===== src/rtl/core/tlf_pkg.sv =====
`timescale 1ns / 1ps

package tlf_pkg;

    // seven-bit codes after the parity bit is cleared
    localparam logic [6:0] BYTE_MASK = 7'h7f;
    localparam logic [6:0] CODE_STX  = 7'h02;
    localparam logic [6:0] CODE_ETX  = 7'h03;
    localparam logic [6:0] CODE_CR   = 7'h0d;
    localparam logic [6:0] CODE_LF   = 7'h0a;

    // separator and checksum at the end of a line, never emitted
    localparam int TAIL_BYTES = 2;

    typedef enum logic [1:0] {
        S_IDLE,
        S_READ,
        S_LOAD
    } t_state;

endpackage


===== src/rtl/core/teleinfo_line_framer.sv =====
`timescale 1ns / 1ps

// teleinfo line framer
// input channel s_axis: one raw serial byte per item, bit 7 (parity) is ignored.
// output channel m_axis: one seven-bit byte per item; tuser marks an stx/etx
// marker, tlast marks the final byte of a run.
// stx and etx go straight to the output as single-item runs with tlast set.
// lf opens a line and sets the stored length to zero, further bytes are
// written to the store, a full store drops the line. cr closes the line and,
// when more than two bytes were stored, sends all but the last two as one run.
// outside a run a byte is taken whenever the output register is free; a marker
// shows on m_axis the cycle after. a cr that closes a line of L stored bytes
// starts a run of L-2 items that are read from the single-port line store,
// each in two steps (the registered memory read, then the load of the output
// register), and the input is held off until the last item is loaded.
// reset clears the line state and the output register; the store contents
// need no clearing, only entries written since the last lf are read.
// when the receiver stalls, the result waits in the output register and the
// block takes no new input item until that register is free.
module teleinfo_line_framer #(
    parameter int LINE_DEPTH = 64
) (
    input  logic       i_clk,
    input  logic       i_rst_n,
    // input channel
    input  logic       s_axis_tvalid,
    output logic       s_axis_tready,
    input  logic [7:0] s_axis_tdata,   // [7:0] in_byte
    // output channel
    output logic       m_axis_tvalid,
    input  logic       m_axis_tready,
    output logic [7:0] m_axis_tdata,   // [6:0] out_byte, [7] zero fill
    output logic       m_axis_tuser,   // [0] is_marker
    output logic       m_axis_tlast    // last
);

    localparam int IW = $clog2(LINE_DEPTH);      // store index width
    localparam int LW = $clog2(LINE_DEPTH + 1);  // line length width

    // control state
    tlf_pkg::t_state r_state, n_state;
    logic [LW-1:0]   r_len, n_len;
    logic            r_open, n_open;
    logic [IW-1:0]   r_idx, n_idx;   // store entry being emitted
    logic [IW-1:0]   r_end, n_end;   // index of the last entry of the run

    // output register
    logic            r_out_valid, n_out_valid;
    logic [6:0]      r_out_byte;
    logic            r_out_marker;
    logic            r_out_last;

    // line store, one write or one read per cycle
    logic [6:0]      r_mem [LINE_DEPTH];
    logic [6:0]      r_rd_data;

    logic            w_in_acc;
    logic [6:0]      w_b;
    logic            w_is_mrk;
    logic            w_is_cr;
    logic            w_is_lf;
    logic            w_out_free;
    logic            w_ready;
    logic            w_wr_en;
    logic            w_rd_en;
    logic            w_load;

    assign w_b        = s_axis_tdata[6:0] & tlf_pkg::BYTE_MASK;
    assign w_is_mrk   = w_b inside {tlf_pkg::CODE_STX, tlf_pkg::CODE_ETX};
    assign w_is_cr    = (w_b == tlf_pkg::CODE_CR);
    assign w_is_lf    = (w_b == tlf_pkg::CODE_LF);
    assign w_out_free = !r_out_valid || m_axis_tready;
    // input is taken only outside a run
    assign w_ready    = (r_state == tlf_pkg::S_IDLE) && w_out_free;
    assign w_in_acc   = s_axis_tvalid && w_ready;

    // next state and control
    always_comb begin
        n_state = r_state;
        n_len   = r_len;
        n_open  = r_open;
        n_idx   = r_idx;
        n_end   = r_end;
        w_wr_en = 1'b0;
        w_rd_en = 1'b0;
        w_load  = 1'b0;
        case (r_state)
            tlf_pkg::S_IDLE: begin
                if (w_in_acc) begin
                    if (w_is_mrk) begin
                        // markers go to the output register, line untouched
                    end else if (w_is_cr) begin
                        if (r_open && (r_len > LW'(tlf_pkg::TAIL_BYTES))) begin
                            n_state = tlf_pkg::S_READ;
                            n_idx   = '0;
                            n_end   = IW'(r_len - LW'(tlf_pkg::TAIL_BYTES + 1));
                        end
                        n_open = 1'b0;
                        n_len  = '0;
                    end else if (w_is_lf) begin
                        n_open = 1'b1;
                        n_len  = '0;
                    end else if (r_open) begin
                        if (r_len < LW'(LINE_DEPTH)) begin
                            w_wr_en = 1'b1;
                            n_len   = r_len + LW'(1);
                        end else begin
                            // store full: drop the line
                            n_open = 1'b0;
                        end
                    end
                end
            end
            tlf_pkg::S_READ: begin
                w_rd_en = 1'b1;
                n_state = tlf_pkg::S_LOAD;
            end
            tlf_pkg::S_LOAD: begin
                if (w_out_free) begin
                    w_load = 1'b1;
                    if (r_idx == r_end) begin
                        n_state = tlf_pkg::S_IDLE;
                    end else begin
                        n_idx   = r_idx + IW'(1);
                        n_state = tlf_pkg::S_READ;
                    end
                end
            end
            default: begin
                n_state = tlf_pkg::S_IDLE;
            end
        endcase
    end

    always_comb begin
        n_out_valid = r_out_valid && !m_axis_tready;
        if (w_load || (w_in_acc && w_is_mrk)) begin
            n_out_valid = 1'b1;
        end
    end

    always_ff @(posedge i_clk) begin
        if (!i_rst_n) begin
            r_state     <= tlf_pkg::S_IDLE;
            r_len       <= '0;
            r_open      <= 1'b0;
            r_idx       <= '0;
            r_end       <= '0;
            r_out_valid <= 1'b0;
        end else begin
            r_state     <= n_state;
            r_len       <= n_len;
            r_open      <= n_open;
            r_idx       <= n_idx;
            r_end       <= n_end;
            r_out_valid <= n_out_valid;
        end
    end

    // output payload
    always_ff @(posedge i_clk) begin
        if (w_load) begin
            r_out_byte   <= r_rd_data;
            r_out_marker <= 1'b0;
            r_out_last   <= (r_idx == r_end);
        end else if (w_in_acc && w_is_mrk) begin
            r_out_byte   <= w_b;
            r_out_marker <= 1'b1;
            r_out_last   <= 1'b1;
        end
    end

    // line store
    always_ff @(posedge i_clk) begin
        if (w_wr_en) begin
            r_mem[r_len[IW-1:0]] <= w_b;
        end
        if (w_rd_en) begin
            r_rd_data <= r_mem[r_idx];
        end
    end

    assign s_axis_tready = w_ready;
    assign m_axis_tvalid = r_out_valid;
    assign m_axis_tdata  = {1'b0, r_out_byte};
    assign m_axis_tuser  = r_out_marker;
    assign m_axis_tlast  = r_out_last;

    // checks

    a_len_bound: assert property (@(posedge i_clk) disable iff (!i_rst_n)
        r_len <= LW'(LINE_DEPTH))
        else $error("line length beyond store depth");

    a_idx_bound: assert property (@(posedge i_clk) disable iff (!i_rst_n)
        (r_state != tlf_pkg::S_IDLE) |-> (r_idx <= r_end))
        else $error("emit index past end of run");

    a_marker_out: assert property (@(posedge i_clk) disable iff (!i_rst_n)
        (w_in_acc && w_is_mrk) |=> (m_axis_tvalid && m_axis_tuser && m_axis_tlast))
        else $error("marker not presented after acceptance");

    a_run_start: assert property (@(posedge i_clk) disable iff (!i_rst_n)
        (w_in_acc && w_is_cr && r_open && (r_len > LW'(tlf_pkg::TAIL_BYTES)))
        |=> (r_state == tlf_pkg::S_READ && !r_open && r_len == '0))
        else $error("closing cr did not start a run");

    a_run_end: assert property (@(posedge i_clk) disable iff (!i_rst_n)
        (w_load && (r_idx == r_end))
        |=> (r_state == tlf_pkg::S_IDLE && m_axis_tvalid && m_axis_tlast && !m_axis_tuser))
        else $error("run end not marked");

endmodule


===== config.mk =====
export PLATFORM = sky130hd
export DESIGN_NAME = teleinfo_line_framer
export DESIGN_NICKNAME = d
export VERILOG_FILES = /design/src/rtl/core/tlf_pkg.sv /design/src/rtl/core/teleinfo_line_framer.sv
export SDC_FILE = /design/constraint.sdc
export NUM_CORES = 1
export LEC_CHECK = 0
export ABC_AREA = 1
export CORE_ASPECT_RATIO = 1.25
export CORE_UTILIZATION = 50
export DETAILED_ROUTE_END_ITERATION = 12
export DONT_BUFFER_PORTS = 1
export PLACE_DENSITY = 0.67
export RECOVER_POWER = 50
export SLEW_MARGIN = 10
export SYNTH_ARGS = -nofsm -noshare
export SYNTH_HDL_FRONTEND = slang
export SYNTH_SLANG_ARGS = --single-unit

===== constraint.sdc =====
create_clock -name i_clk -period 4.6 [get_ports i_clk]
set_input_delay 0 -clock i_clk [delete_from_list [all_inputs] [get_ports i_clk]]
set_output_delay 0 -clock i_clk [all_outputs]
set_load 0.03 [all_outputs]

# Word-level counts from Yosys, hierarchy flattened
# Memories as Yosys holds them, arrays and structs flattened. A register that Yosys moved wholly into a read port is not among the register bits.
# Index checks and enable logic that the tools add are counted.
dict set report op_classes {
  muxes 37
  order_cmp 2
  n_bitwise 1
  reduce_logical 20
  n_eq_ne 13
  addsub 3
}
# op count
set op_table {}
lappend op_table {{2-to-1 mux 7 bit} 6}
lappend op_table {{2-to-1 mux 6 bit} 6}
lappend op_table {{2-to-1 mux 1 bit} 18}
lappend op_table {{AND reduction 5 bit} 3}
lappend op_table {{equality test 7 x 2 -> 1 bit, second input constant} 2}
lappend op_table {{equality test 7 x 4 -> 1 bit, second input constant} 2}
lappend op_table {{case mux 6 bit (2 select lines)} 1}
lappend op_table {{2-to-1 mux 2 bit} 5}
lappend op_table {{!= test 2 bit, second input constant} 5}
lappend op_table {{adder 7 x 1 -> 7 bit, second input constant} 1}
lappend op_table {{greater-than comparator 7 x 2 -> 1 bit, second input constant} 1}
lappend op_table {{< comparator 7 bit, second input constant} 1}
lappend op_table {{AND reduction 7 bit} 1}
lappend op_table {{adder 6 x 1 -> 6 bit, second input constant} 1}
lappend op_table {{equality test 6 bit} 1}
lappend op_table {{case mux 2 bit (3 select lines)} 1}
lappend op_table {{nonzero test 2 bit} 3}
lappend op_table {{nonzero test 3 bit} 2}
lappend op_table {{subtractor 6 x 2 -> 6 bit, second input constant} 1}
lappend op_table {{logical AND 1 bit} 5}
lappend op_table {{AND reduction 3 bit} 1}
lappend op_table {{equality test 2 x 1 -> 1 bit, second input constant} 1}
lappend op_table {{equality test 2 bit, second input constant} 1}
lappend op_table {{logical NOT 1 bit} 2}
lappend op_table {{4 further kinds} 5}
dict set report word_totals {
  output_inout_bits 12
  wordCells 86
  ram_bits 448
  memories 1
  ff_bits 32
  inputBits 12
}
# memory words word_bits read_ports rd_clocked_by_memory_dff write_ports line_no
set memory_table {}
lappend memory_table {r_mem 64 7 1 1 1 teleinfo_line_framer.sv:54} ;# logic [6:0] r_mem [LINE_DEPTH];

# Logic depth before layout (Yosys ltp)
# Gate-level depths: netlist (run 1).
dict set report logic_depth {
  ltp_word 10
  depth_mapped 11
  depth_no_buf 11
}

# Worst setup path after synthesis (run 1)
# No wires, ideal clock.
dict set report synth_timing {
  kind {flip-flop to flip-flop}
  start {register r_out_valid, in the netlist m_axis_tvalid}
  end {memory r_mem[58][0], enable pin}
  path_buffers 0
  path_stages_with_launch 8
  synth_period_minus_slack_ns 2.254
  arrival_ns 1.874
  setup_slack_ns 2.346
  t_required_ns 4.220
  setup_ns 0.380
  path_cell_list {dfxtp_1 nand2_1 nand3_2 nor2_8 nand3_4 nor2_8 inv_1 nor3_1}
}
dict set report synth_via {
  elab_chain_cells 8
}
# item line_no
set synth_rtl {}
lappend synth_rtl {{from (decl)} teleinfo_line_framer.sv:48} ;# logic r_out_valid, n_out_valid;
lappend synth_rtl {{from (signal assigned)} teleinfo_line_framer.sv:156} ;# r_out_valid <= n_out_valid;
lappend synth_rtl {{logical NOT 1 bit} teleinfo_line_framer.sv:72} ;# assign w_out_free = !r_out_valid || m_axis_tready;
lappend synth_rtl {{logical OR 1 bit} teleinfo_line_framer.sv:72}
lappend synth_rtl {{logical AND 1 bit} teleinfo_line_framer.sv:74} ;# assign w_ready = (r_state == tlf_pkg::S_IDLE) && w_out_free;
lappend synth_rtl {{logical AND 1 bit} teleinfo_line_framer.sv:75} ;# assign w_in_acc = s_axis_tvalid && w_ready;
lappend synth_rtl {{2-to-1 mux 1 bit} teleinfo_line_framer.sv:89} ;# if (w_in_acc) begin
lappend synth_rtl {{2-to-1 mux 1 bit} teleinfo_line_framer.sv:87} ;# case (r_state)
lappend synth_rtl {{2-to-1 mux 1 bit} teleinfo_line_framer.sv:175} ;# if (w_wr_en) begin
lappend synth_rtl {{2-to-1 mux 1 bit (not written as such)} teleinfo_line_framer.sv:176} ;# r_mem[r_len[IW-1:0]] <= w_b;
lappend synth_rtl {{to (decl)} teleinfo_line_framer.sv:54}
# No other way between the ends.

# Worst setup path after layout (run 1)
dict set report layout_timing {
  start {register r_out_valid, in the netlist m_axis_tvalid}
  end {memory r_mem[45][2], enable pin}
}
# The elaborated chain is that of the path after synthesis.

==> results of run 1 <==
==> timing repair <==
item | CTS | global route
setup buffers | 0 | 0
hold buffers | 18 | 0
endpoints found under the hold margin | 479 | 0
gates resized for setup | 0 | 0
==> worst paths after layout <==
path / to / slack [ps] / depth (start not counted) / from
max: r_mem[45][2] / 810 / 8 / m_axis_tvalid
min: m_axis_tuser / 210 / 3 / s_axis_tvalid
max reg2reg: r_mem[45][2] / 810 / 8 / m_axis_tvalid
min reg2reg: r_end[3] / 470 / 2 / r_end[3]
==> cell type report <==
| type | count | area (um^2) |
|---|---|---|
| well taps | 546 | 683 |
| repair buffers | 30 | 393 |
| flip-flops and latches | 487 | 14400 |
| clock inverters | 24 | 226 |
| clock buffers | 54 | 1180 |
| inverters | 39 | 153 |
| multi-input cells | 1201 | 5310 |
| fillers | 3266 | 17800 |
==> critical path, cell delays in order (launching register included) <==
cell and delay (ps):
dfxtp_1 410, nand2_1 140, nand3_1 110, dlygate4sd3_1 610, nor2_1 390, nand3_1 460, nor2_8 420, nand4_4 220
nor2_1 660
==> state kept, by name, indices dropped and copies added, names as in the netlist <==
name	cells
r_idx	6
r_state	2
r_open	1
r_out_byte	7
m_axis_tvalid	1
m_axis_tlast	1
r_mem	448
r_len	7
r_end	6
r_rd_data	7
m_axis_tuser	1
==> power by group through the flow <==
stage / combinational [W] / sequential, W / clock [W]
4_1_cts: 0.000123 / 0.00485 / 0.00364
3_5_place_dp: 0.0000195 / 0.00495 / 0
5_1_grt: 0.000128 / 0.00485 / 0.00380
2_1_floorplan: 0.0000172 / 0.00495 / 0
3_3_place_gp: 0.0000192 / 0.00495 / 0
6_report: 0.000120 / 0.00485 / 0.00360
==> stage by stage <==
stage,total power (W),util [%],hold WS (ps)
after floorplan,0.00497,-,98.9
after global placement,0.00497,51.5,102
after detailed placement,0.00497,51.5,101
after CTS,0.00861,55.8,216
after global routing,0.00877,55.7,250
final,0.00857,55.7,211
==> per-layer routing <==
layer	routed length, um	share of wire, %	up-vias
met5	0	0	-
met2	23600	50	459
met4	1760	3.7	0
met1	18700	40	6296
met3	2750	5.9	111
li1	-	-	6294
==> cells by family after synthesis <==
group | share of synthesized area (%)
xor+xnor | 0.388
other cells | 0.0184
buf+inv | 2.87
fa+ha+maj | 0.185
simple gates | 24.8
flops | 70.8
compound gates | 0.936
==> cell usage in the layout, fill, tap and decap left out, types with 7 or more instances in the layout <==
cell type      synthesis  final
buf_4                  2     12
a21oi_1               15     15
nand3_1              397    400
inv_1                 36     34
clkbuf_16              0     46
clkbuf_1              46      8
dfxtp_1               24     21
xor2_1                 9      9
clkinv_2               0      9
clkinv_1               1     10
o21ai_0               15     14
nand2_1              620    620
buf_16                 0      7
edfxtp_1             463    463
dlygate4sd3_1          0     11
nor2_1               105    107
==> run metrics, run 1 <==
status finished, final reports clean; RSZ-0062 raised after global routing no; vias in the first global route 12,475; post-route minimum period 3790 ps; switching share of power 19.2%; Setup TNS Final 0 ps; post-route ant nets 0; die area 41,500 um^2; Post-Synthesis Cells 1,830; global route hottest layer met2; post-detail-place hpwl 26,300 um; Root Buffer clkbuf_16; Final GP Congestion 0.872; port bufs 0; Ant. Diodes 0; total iterations of the first detailed-routing run 6; Ports 24; combinational power share 1.4%; initial antenna violation count 0; placed cell areas 20,700 um^2; LEAKAGE 7.84 nW; Synth top cells by count nand2_1 (620), edfxtp_1 (463), nand3_1 (397); Worst Path Required 4790 ps; proportion of layout cells with a drive suffix above 1 5.61%; Clock Skew 25.0 ps; sw power 0.00165 W; cell with the most instances after synthesis nand2_1; ys flop type edfxtp_1; Clock Path Buffers 3; Final Cycle Share 82.4%; critical path class flip-flop to flip-flop; Nets 1,818; DR vias 13,160; dominant cell type by area after synthesis edfxtp_1; register area share after synthesis 70.8%; worst min path class input pin to flip-flop; count of state elements after synthesis 487; row count 82; die height 227 um; number of synthesized flops with an enable pin 463; first-pass GRT wire length 71,400 um; final setup margin 810 ps; ranking of synthesized cells by area edfxtp_1 (68%), nand2_1 (11%), nand3_1 (9.8%); Final Max Slew Viols 0; Async S/R FF share, synth 0%; Critical Path AT 3980 ps; met1 usage 28.2%; DR WL/cell 19.7 um; TritonCTS clock tree built; CP Launch Type flip-flop; Worst slew margin 13.5%; htree depth 2; Pint 0.00692 W; area growth from synthesis to layout 9.88%; part of the power in registers 56.6%; die outline width 182 um; CTS buffer count 44; Routed WL 46,800 um; via/cell ratio 5.53; Inst Count DP 2,285; Yosys top cell area share 68.4%; worst skew pair latency 570 ps; core area 40,100 um^2; Power Dens Cells 384 nW/um^2; DRT iter0 DRCs 1,159; Starting Density 50.7%; Synth Cell Area 20,300 um^2; Post-Layout Cell Count 2,381; dpl ws 1730 ps; Setup crit end kind flip-flop; final setup violation count 0; Max Fclk 0.264 GHz; syn_nets 1,845; CP Max Fanout 10; slew at the pin with the worst max-slew slack 1300 ps; post-synth cell types 35; Overflow after GRT 0; Avg Cell Area, Syn 11.1 um^2; Tot GR Track Use 22.9%; CTS Sinks 487; GR Layer Usage met3 2.83%; Fin. Hold Viols 0; met2 Use GR 40.8%; clock group share of total power 42.0%; CTS clk-pin slew, worst paths 70 ps; max capacitance violation total 0; drt drc 0; pin count of the biggest net entering global routing 121; Ys Warns 0; worst vdd ir 0.000239 V; final instance area 22,300 um^2
Note: power is estimated with default switching activity, not from simulation.
==> run 2: changes to the inputs <==
--- a/config.mk
+++ b/config.mk
@@ -5,7 +5,7 @@
 export SDC_FILE = /design/constraint.sdc
 export NUM_CORES = 1
 export LEC_CHECK = 0
-export ABC_AREA = 1
+export ABC_AREA = 0
 export CORE_ASPECT_RATIO = 1.25
 export CORE_UTILIZATION = 50
 export DETAILED_ROUTE_END_ITERATION = 12
==> constraint.sdc (replaced) <==
create_clock -name i_clk -period 3.9 [get_ports i_clk]
set_input_delay 0 -clock i_clk [delete_from_list [all_inputs] [get_ports i_clk]]
set_output_delay 0 -clock i_clk [all_outputs]
set_load 0.03 [all_outputs]
==> run metrics, run 2 <==
status finished, final reports clean; critical path class flip-flop to flip-flop; Critical Path AT 3290 ps; final core utilization 59.2%; worst skew pair latency 570 ps; most frequent cells in the layout edfxtp_1 (463), mux4_2 (108), buf_4 (101); Nets 1,149; worst hold stages 5; port bufs 0; r2r setup slk 870 ps; reg2reg start m_axis_tvalid; RSZ-0062 raised after global routing no; dpl ws 954 ps; Final Cycle Share 77.6%; Setup crit end kind flip-flop; Post-CTS Setup Inserts 0; LEAKAGE 6.90 nW; WHS Endpoint r_open; Worst slew margin 30.7%; Synth top cells by count edfxtp_1 (463), mux4_2 (108), nor2_1 (89); Clock Skew 23.3 ps; slew at the pin with the worst max-slew slack 1040 ps; total iterations of the first detailed-routing run 5; Fin. Hold Viols 0; area growth from synthesis to layout 15.6%; Final Max Slew Viols 0; Power Dens Cells 464 nW/um^2; CP Launch Type flip-flop; worst vdd ir 0.000390 V; Async S/R FF share, synth 0%; Post-Synthesis Cells 1,017; ranking of synthesized cells by area edfxtp_1 (72%), mux4_2 (13%), dfxtp_1 (2.5%); ys flop type edfxtp_1; FF-to-FF End r_mem[63][6]; CTS clk-pin slew, worst paths 70 ps; post-detail-place hpwl 25,800 um; Final GP Congestion 0.818; register area share after synthesis 74.8%; die height 221 um; CTS buffer count 48; dominant cell type by area after synthesis edfxtp_1; syn_nets 1,032; count of state elements after synthesis 487; die area 39,300 um^2; initial antenna violation count 1; htree depth 2; CTS Sinks 487; final total power 0.0103 W; Starting Density 51.2%; Setup TNS Final 0 ps; Register-to-Register Path Depth 7; Ys Warns 0; final setup margin 874 ps; Clock Path Buffers 3; worst min path class input pin to flip-flop; die outline width 177 um; DR WL/cell 26.4 um; Avg Cell Area, Syn 18.9 um^2; Filler cells 2,709; pin count of the biggest net entering global routing 69; Tot GR Track Use 23.1%; Routed WL 43,800 um; max capacitance violation total 0; CP Max Fanout 10; Yosys top cell area share 72.3%; multi-input logic area 4580 um^2; final setup violation count 0; post-cts sizing count 0; DR vias 10,022; first-pass GRT wire length 65,800 um; Ports 24; Synth Cell Area 19,200 um^2; row count 79; Root Buffer clkbuf_16; post-route minimum period 3030 ps; Storage cell area 14,400 um^2; Overflow after GRT 0; core area 37,600 um^2; TritonCTS clock tree built; post-synth cell types 57; most common cell after layout, fill and taps aside edfxtp_1; Max Fclk 0.330 GHz; Ant. Diodes 0; Worst Path Required 4160 ps; Largest register FFs 448; number of synthesized flops with an enable pin 463; vias in the first global route 10,120; drt drc 0; post-route ant nets 0; proportion of layout cells with a drive suffix above 1 25.8%; DRT iter0 DRCs 1,040; cell with the most instances after synthesis edfxtp_1; HP Start s_axis_tdata[1]; via/cell ratio 6.05
## run 2: final cells by class
cell class                      instances  share of cell area [%]
Clock buffer                           62                    5.73
Clock inverter                         24                    1.02
Inverter                                7                   0.118
Multi-Input combinational cell        466                    20.6
Sequential cell                       487                    64.7
Tap cell                              486                    2.73
Timing Repair Buffer                  124                    5.10
## run 2: worst max-delay path, stage by stage (launching register included)
cell and delay [ps]:
dfxtp_1 430, nor2b_1 260, or4b_1 720, nor4b_4 330, buf_4 200, nand4_1 360
nor2_1 240, buf_4 200
## run 2: what timing repair did
item,4_1_cts,5_1_grt
endpoints found under the hold margin,487,0
endpoints found under the setup margin,0,0
hold buffers,19,0
## run 2: kinds of logic (layout without fill, tap and decap cells)
kind of cell	after synthesis	after routing	synth area share, %
AOI/OAI and AO/OA	123	123	4.32
buffers and inverters	64	217	1.40
xor gates and xnor gates	11	11	0.501
muxes	126	126	13.6
DFF	487	487	74.8
adders and majority gates	3	3	0.195
other	1	1	0.0195
and+or+nand+nor	202	202	5.16
## run 2: how the worst max path moves through the flow
stage                   from            to  slack (ps)  cells past startpoint
3_5_place_dp   m_axis_tvalid  r_mem[57][3]         950                      7
6_report       m_axis_tvalid  r_mem[63][6]         870                      7
5_1_grt        m_axis_tvalid  r_mem[59][3]         710                      7
4_1_cts        m_axis_tvalid  r_mem[63][6]         910                      7
3_3_place_gp   m_axis_tvalid  r_mem[13][0]         970                      8
2_1_floorplan  m_axis_tvalid  r_mem[24][0]        1200                      6
## run 2: metrics by stage
| step | hold slack, ps | area, um^2 | std cells |
|---|---|---|---|
| floorplan | 98.9 | 19200 | 1017 |
| global placement | 104 | 20400 | 1551 |
| detailed placement | 104 | 20400 | 1551 |
| CTS | 82.8 | 22300 | 1656 |
| global route | 124 | 22200 | 1656 |
| finish | 109 | 22200 | 1656 |
## run 2: power by group
part           total, W  switching [W]  internal [W]
logic          0.000141       0.000104     0.0000365
registers       0.00572     0.00000650       0.00572
clock network   0.00445        0.00188       0.00257
## run 2: metal layers
| layer | part of all wire, % | track usage, % | vias to the layer above |
|---|---|---|---|
| li1 | - | - | 4389 |
| met1 | 40 | 31.1 | 5151 |
| met2 | 51 | 39.0 | 387 |
| met3 | 5.6 | 2.94 | 95 |
| met4 | 3.3 | 7.53 | 0 |
| met5 | 0 | 0 | - |
